<file path="src/btle_pkg.sv">
// ----------------------------------------------------------------------------
// btle_pkg
// Types and constants shared by the binary trie lookup engine.
// ----------------------------------------------------------------------------
package btle_pkg;

    localparam int POOL_NODES    = 1024;
    localparam int MAX_KEY_BYTES = 4;
    localparam int VALUE_BITS    = 32;
    localparam int KEY_W         = 32;
    localparam int DATA_W        = 32;
    localparam int KB_W          = 3;
    localparam int FUNC_W        = 2;

    localparam int NODE_W  = $clog2(POOL_NODES);
    localparam int CNT_W   = $clog2(POOL_NODES + 1);
    localparam int LVL_W   = $clog2(MAX_KEY_BYTES * 8 + 1);
    localparam int KIDX_W  = $clog2(KEY_W);

    localparam int S_TDATA_W = 2 * DATA_W;
    localparam int M_TDATA_W = ((DATA_W + 2 + 7) / 8) * 8;

    localparam logic [FUNC_W-1:0] FUNC_SEARCH = 2'd0;
    localparam logic [FUNC_W-1:0] FUNC_INSERT = 2'd1;
    localparam logic [FUNC_W-1:0] FUNC_CLEAR  = 2'd2;

    typedef struct packed {
        logic                  has_val;
        logic [VALUE_BITS-1:0] val;
        logic [NODE_W-1:0]     right;
        logic [NODE_W-1:0]     left;
    } node_t;

    typedef enum logic [1:0] {
        ST_IDLE,
        ST_WALK,
        ST_RESP
    } state_t;

    typedef struct packed {
        logic load;
        logic rd_root;
        logic alloc_root;
        logic follow;
        logic alloc;
        logic write_cur;
        logic write_leaf;
        logic clear;
        logic res_set;
        logic res_hit;
        logic res_full;
        logic out_push;
    } cmd_t;

    typedef struct packed {
        logic [FUNC_W-1:0] in_func;
        logic [FUNC_W-1:0] func;
        logic              root_present;
        logic              level_done;
        logic              child_zero;
        logic              pool_full;
        logic              out_free;
    } sts_t;

endpackage

</file>
<file path="src/btle_ctrl.sv">
// ----------------------------------------------------------------------------
// btle_ctrl
// Sequencer: dispatches each item and steps the trie walk one level a cycle.
// ----------------------------------------------------------------------------
module btle_ctrl (
    input  logic          clk,
    input  logic          rst_n,
    input  logic          s_tvalid,
    output logic          s_tready,
    input  btle_pkg::sts_t sts,
    output btle_pkg::cmd_t cmd
);
    import btle_pkg::*;

    state_t state_reg;
    state_t state_next;

    always_ff @(posedge clk or negedge rst_n)
    begin
        if (!rst_n)
        begin
            state_reg <= ST_IDLE;
        end
        else
        begin
            state_reg <= state_next;
        end
    end

    always_comb
    begin
        state_next = state_reg;
        cmd        = '0;
        s_tready   = 1'b0;
        unique case (state_reg)
            ST_IDLE:
            begin
                s_tready = 1'b1;
                if (s_tvalid)
                begin
                    cmd.load = 1'b1;
                    priority if (sts.in_func == FUNC_SEARCH && sts.root_present)
                    begin
                        cmd.rd_root = 1'b1;
                        state_next  = ST_WALK;
                    end
                    else if (sts.in_func == FUNC_INSERT)
                    begin
                        cmd.rd_root    = sts.root_present;
                        cmd.alloc_root = !sts.root_present;
                        state_next     = ST_WALK;
                    end
                    else
                    begin
                        cmd.clear   = (sts.in_func == FUNC_CLEAR);
                        cmd.res_set = 1'b1;
                        state_next  = ST_RESP;
                    end
                end
            end
            ST_WALK:
            begin
                priority if (sts.level_done)
                begin
                    cmd.res_set    = 1'b1;
                    cmd.res_hit    = (sts.func == FUNC_SEARCH);
                    cmd.write_leaf = (sts.func == FUNC_INSERT);
                    state_next     = ST_RESP;
                end
                else if (!sts.child_zero)
                begin
                    cmd.follow = 1'b1;
                end
                else if (sts.func == FUNC_SEARCH)
                begin
                    cmd.res_set = 1'b1;
                    state_next  = ST_RESP;
                end
                else if (!sts.pool_full)
                begin
                    cmd.alloc = 1'b1;
                end
                else
                begin
                    cmd.write_cur = 1'b1;
                    cmd.res_set   = 1'b1;
                    cmd.res_full  = 1'b1;
                    state_next    = ST_RESP;
                end
            end
            ST_RESP:
            begin
                if (sts.out_free)
                begin
                    cmd.out_push = 1'b1;
                    state_next   = ST_IDLE;
                end
            end
            default:
            begin
                state_next = ST_IDLE;
            end
        endcase
    end

endmodule

</file>
<file path="config.mk">
export PLATFORM = sky130hd
export DESIGN_NAME = btle_ctrl
export DESIGN_NICKNAME = d
export VERILOG_FILES = /design/src/btle_pkg.sv /design/src/btle_ctrl.sv
export SDC_FILE = /design/constraint.sdc
export NUM_CORES = 1
export LEC_CHECK = 0
export ABC_AREA = 1
export CORE_AREA = 5 5 42 44
export CTS_BUF_LIST = sky130_fd_sc_hd__clkbuf_8
export CTS_CLUSTER_SIZE = 20
export DETAILED_ROUTE_END_ITERATION = 7
export DIE_AREA = 0 0 47 49
export DONT_BUFFER_PORTS = 1
export GPL_TIMING_DRIVEN = 1
export PLACE_DENSITY = 0.37
export REMOVE_ABC_BUFFERS = 1
export SYNTH_ARGS = -nofsm -noshare
export SYNTH_HDL_FRONTEND = slang
export SYNTH_SLANG_ARGS = --single-unit
export TNS_END_PERCENT = 50
</file>
<file path="constraint.sdc">
create_clock -name clk -period 3.2 [get_ports clk]
set_clock_uncertainty 0.05 [all_clocks]
set_input_delay 0.64 -clock clk [delete_from_list [all_inputs] [get_ports clk]]
set_output_delay 0.64 -clock clk [all_outputs]
set_load 0.01 [all_outputs]
</file>
==> results of run 1 <==
-- synthesized netlist by cell type (all sizes together) --
cell type  count
nand2         15
inv           10
nor2           6
nand3          4
nor3           4
dfrtp          2
o21ai          2
buf            1
nor4           1
or2            1
-- layout make-up --
cell class                 count  area, um2  area share, %
clock buffer                   3      41.29          12.94
inverter                      10      37.54          11.76
multi-input combinational     33      170.2          53.33
sequential                     2      50.05          15.69
tap                           16      20.02          6.275
-- worst min-delay path by stage --
| stage | cells past startpoint | slack, ps | start | to |
|---|---|---|---|---|
| detailed placement | 0 | 290 | rst_n | state_reg[0]$_DFFE_PN0P_ |
| global placement | 0 | 290 | rst_n | state_reg[0]$_DFFE_PN0P_ |
| finish | 0 | 80 | rst_n | state_reg[1]$_DFFE_PN0P_ |
| CTS | 0 | 70 | rst_n | state_reg[1]$_DFFE_PN0P_ |
| global route | 0 | 70 | rst_n | state_reg[1]$_DFFE_PN0P_ |
| floorplan | 0 | 290 | rst_n | state_reg[0]$_DFFE_PN0P_ |
-- critical path, delay by kind of cell (launching register included) --
family	cells	cell delay (ps)
flip-flops	1	400
AND/OR/NAND/NOR	3	460
buffers and inverters	2	170
-- per-layer routing --
metal	up-vias	GRT usage (%)	share of wire, %
met3	2	2.952	10
li1	146	-	-
met2	13	8.824	44
met1	106	7.930	44
met4	0	9.677	1.5
met5	-	0	0
-- where the power goes --
group	leakage, uW	internal (uW)	switching, uW
Combinational	0.000129	35.7	80.4
Clock	0.0000216	79.6	20.2
Sequential	0.0000256	37.1	17.1
-- logic make-up (layout without fill, tap and decap cells) --
family,count (synthesis),after routing
compound gates,2,2
flops,2,2
simple gates,31,31
buf+inv,11,13
-- per-stage QoR --
step	util [%]	power [uW]	instance area, um2	std cells	setup slack [ps]
after global placement	19.82	174.2	277.8	61	1331
after detailed placement	19.82	174.1	277.8	61	1322
after global routing	22.77	296.3	319.1	64	1104
after floorplan	-	155.0	257.7	45	1367
final	22.77	270.1	319.1	64	1259
after CTS	22.77	278.6	319.1	64	1241
-- layout by cell type (no fill, tap or decap), drive strengths merged --
master / Yosys / final
nor4: 1 / 1
clkbuf: 0 / 3
o21ai: 2 / 2
nor3: 4 / 4
nand2: 15 / 15
or2: 1 / 1
nor2: 6 / 6
nand3: 4 / 4
dfrtp: 2 / 2
inv: 10 / 10
==> results.yml, run 1 <==
grt:
  antenna_found_initial: 0
  grt_use_total_pct: 7.329
  overflow: 0
  grt_pass1_wl_um: 1097
  grt_max_degree: 5
  grt_pass1_vias: 268
synthesis:
  synth-seq-area-share_pct: 18.87
  synth_top_family_by_area: "simple AND/OR/NAND/NOR gates"
  synth.avg_cell_area_um2: 5.766
  synth_compound_area_share_pct: 5.189
  synth_top_area_cell: "dfrtp_1"
  yosys_warnings: 0
  synth-seq-cells: 2
  synth_cells: 46
  synth_xor_area_share_pct: 0
  yosysTopAreaCellShare_pct: 18.87
  muxShareOfSynthArea_pct: 0
  yosys.area_share.simple_pct: 58.96
  syn_area_um2: 265.3
  synth_fa_ha_area_share_pct: 0
  ys_types: 16
  yosys-top-cells-area: "dfrtp_1 (19%), nand2_1 (17%), inv_1 (11%), nor3_1 (7.5%), nor2_1 (7.1%)"
critical_path:
  crit_slowest_cell: "dfrtp_1"
  crit-reg2reg-launch: "state_reg[0]$_DFFE_PN0P_"
  cp_max_fo: 4
  cp-start-kind: "flop"
  crit_chain: "inv_1, nand2_2, inv_2, nand2_1, nor2_1"
  r2r_cells: 5
  r2r_slack_ps: 2130
  path_class: "flop to output port"
  timing.rr.end: "state_reg[1]$_DFFE_PN0P_"
  crit_end: "cmd[6]"
  crit_start: "state_reg[1]$_DFFE_PN0P_"
  end_kind: "output port"
  max_stage_delay_ps: 400
  cp.arrival_ps: 1250
  critical_path_required_ps: 2510
die:
  initial_core_util_pct: 18.93
  core_area_mm2: 0.001401
  rows: 14
  die_area_mm2: 0.002303
  ioPinCount: 25
  die_w_um: 47
  die_height_um: 49
clock_network:
  cts_buffers: 3
  clk_pin_slew_ps: 30
  cts_post_setup_buffers_inserted: 0
  cts_sinks: 2
  cts_max_path_buffers: 2
  cts-root-buf: "clkbuf_8"
  cts_tree: "yes"
  ctsHoldBuffers: 0
  ctsResizeCount: 0
  clkLatencyLatePin_ps: 210
  htreeDepth: 1
power_and_ir_drop:
  powerDensity_mw_per_mm2: 846.5
  power_leakage_uw: 0.0001761
  peakVddDrop_mv: 0.2130
sta:
  rsz0062_at_grt: "false"
  post-route-min-period_ps: 1941
  tightestPinTransition_ps: 533.8
  drv_slew: 0
  timing.final.crit_share_pct: 60.67
  hold-worst-slack_ps: 75.74
  setup_tns_ps: 0
  setup_violations: 0
  hold_viol_final: 0
  maxSlewHeadroom_pct: 64.09
  max_freq_mhz: 515.1
finish:
  drive_above_1_share_pct: 25.00
  layout.nets: 62
  num_antenna_cells: 0
  fillCellCount: 171
  largest_register_ffs: 2
  area_growth_pct: 20.28
route:
  wl_um: 687
  drtIter0Drc: 3
  wl_per_cell_um: 10.73
  ant_nets: 0
  viasPerCell: 4.172
  route.detailed.drc: 0
  vias: 267
  drt_first_pass_iters: 2
placed_design:
  globalplace.congestion: 0.6386
  io_buffer_count: 0
  dp_hpwl_um: 584.2
run:
  maxCapViolCount: 0
hold_path:
  hold_path.class: "input port to asynchronous set/reset pin"
status:
  status: "completed"
Power figures use the tool's default switching activity.
==> inputs of run 2 (changes only) <==
Clock period 3.2 ns to 1.9 ns, I/O delays scaled along.
==> run 2 against run 1 <==
Compared with the run above: sequential share of layout area decreased by 0.48 points; largest power group unchanged; highest routed layer is now met3; design area increased by 3.1%; non-clock buffer count increased by 1; die area unchanged; global-route usage decreased by 0.57 points; critical path type unchanged; register-to-register slack got worse by 1300 ps; clock power increased by 66%; critical endpoint is now cmd[1]; count of clock-buffer cells in the layout unchanged.
==> results.yml, run 2 (synthesis results as in run 1) <==
route:
  viasPerCell: 4.215
  ant_nets: 0
  wl_per_cell_um: 10.37
  wl_um: 674
  drt_first_pass_iters: 2
  drtIter0Drc: 3
  vias: 274
  route.detailed.drc: 0
finish:
  final_cell_mix: "nand2_1 (12), inv_1 (8), nor2_1 (5)"
  area_growth_pct: 24.06
  drive_above_1_share_pct: 24.49
  finalNonFillerCells: 65
  final_common_cell: "nand2_1"
  largest_register_ffs: 2
  num_antenna_cells: 0
  layout.nets: 63
run:
  maxCapViolCount: 0
critical_path:
  end_kind: "output port"
  cp-start-kind: "flop"
  crit-reg2reg-launch: "state_reg[0]$_DFFE_PN0P_"
  r2r_cells: 5
  cp.arrival_ps: 1250
  critical_path_required_ps: 1470
  path_class: "flop to output port"
  timing.rr.end: "state_reg[1]$_DFFE_PN0P_"
  cp_max_fo: 4
  r2r_slack_ps: 830
sta:
  drv_slew: 0
  rsz0062_at_grt: "false"
  tightestPinTransition_ps: 529.9
  max_freq_mhz: 595.7
  hold-worst-slack_ps: 356.6
  hold_viol_final: 0
  fin_ws_ps: 221.4
  setup_tns_ps: 0
  setup_violations: 0
  post-route-min-period_ps: 1679
  timing.final.crit_share_pct: 88.35
  maxSlewHeadroom_pct: 64.34
die:
  die_height_um: 49
  initial_core_util_pct: 18.93
  die_w_um: 47
  rows: 14
  ioPinCount: 25
  core_area_mm2: 0.001401
  die_area_mm2: 0.002303
placed_design:
  globalplace.congestion: 0.6043
  io_buffer_count: 0
  dp_cells: 61
  place_ws_ps: 427.1
  dp_hpwl_um: 583.2
clock_network:
  cts-root-buf: "clkbuf_8"
  cts_sinks: 2
  cts_tree: "yes"
  cts_post_setup_buffers_inserted: 0
  clkLatencyLatePin_ps: 210
  htreeDepth: 1
  cts_buffers: 3
  ctsResizeCount: 0
  cts_max_path_buffers: 2
  clk_pin_slew_ps: 30
hold_path:
  hold_path.class: "input port to asynchronous set/reset pin"
grt:
  antenna_found_initial: 0
  grt_max_degree: 5
  grt_use_total_pct: 6.761
  grt_pass1_wl_um: 1110
  overflow: 0
  grt_pass1_vias: 300
power_and_ir_drop:
  powerDensity_mw_per_mm2: 1382
  power_leakage_uw: 0.0001803
  peakVddDrop_mv: 0.3419
status:
  status: "completed"
==> run 2: critical path: stages (launching register included) <==
cell	delay [ps]
dfrtp_1	400
inv_1	100
nand2_2	80
inv_2	80
nand2_1	60
nor2_1	320
==> run 2: worst max-delay path by stage <==
| stage | startpoint | to | slack (ps) | cells past startpoint |
|---|---|---|---|---|
| 2_1_floorplan | state_reg[1]$_DFFE_PN0P_ | cmd[1] | 500 | 5 |
| 3_3_place_gp | state_reg[0]$_DFFE_PN0P_ | cmd[9] | 420 | 3 |
| 3_5_place_dp | state_reg[0]$_DFFE_PN0P_ | cmd[9] | 430 | 3 |
| 4_1_cts | state_reg[1]$_DFFE_PN0P_ | cmd[1] | 200 | 5 |
| 5_1_grt | state_reg[1]$_DFFE_PN0P_ | cmd[1] | 60 | 5 |
| 6_report | state_reg[1]$_DFFE_PN0P_ | cmd[1] | 220 | 5 |
==> run 2: stage by stage <==
step / area [um2] / power [uW] / util, %
after floorplan: 257.7 / 261.1 / -
after global placement: 277.8 / 293.6 / 19.82
after detailed placement: 277.8 / 294.3 / 19.82
after CTS: 329.1 / 469.3 / 23.48
after global routing: 329.1 / 498.6 / 23.48
final: 329.1 / 454.8 / 23.48
==> run 2: layer usage <==
layer | vias to the layer above | wire, um | track usage, %
li1 | 146 | - | -
met1 | 114 | 257 | 6.593
met2 | 14 | 312 | 9.729
met3 | 0 | 104 | 5.166
met4 | 0 | 0 | 4.147
met5 | - | 0 | 0
==> run 2: power by group <==
part,total [uW],internal (uW),switching (uW)
clock network,166,134,31.9
logic,199,61.6,137
registers,90.2,62.5,27.7
==> run 2: final cells by class <==
| class | count | area [um2] |
|---|---|---|
| well taps | 16 | 20.02 |
| clock buffers | 3 | 41.29 |
| flip-flops and latches | 2 | 50.05 |
| inverters | 10 | 37.54 |
| repair buffers | 1 | 10.01 |
| fillers | 164 | 1072 |
| multi-input cells | 33 | 170.2 |
==> run 2: repair_timing <==
item | in CTS | in global routing
hold buffers | 1 | 0
setup endpoints to repair | 0 | 0
hold endpoints to repair | 2 | 0
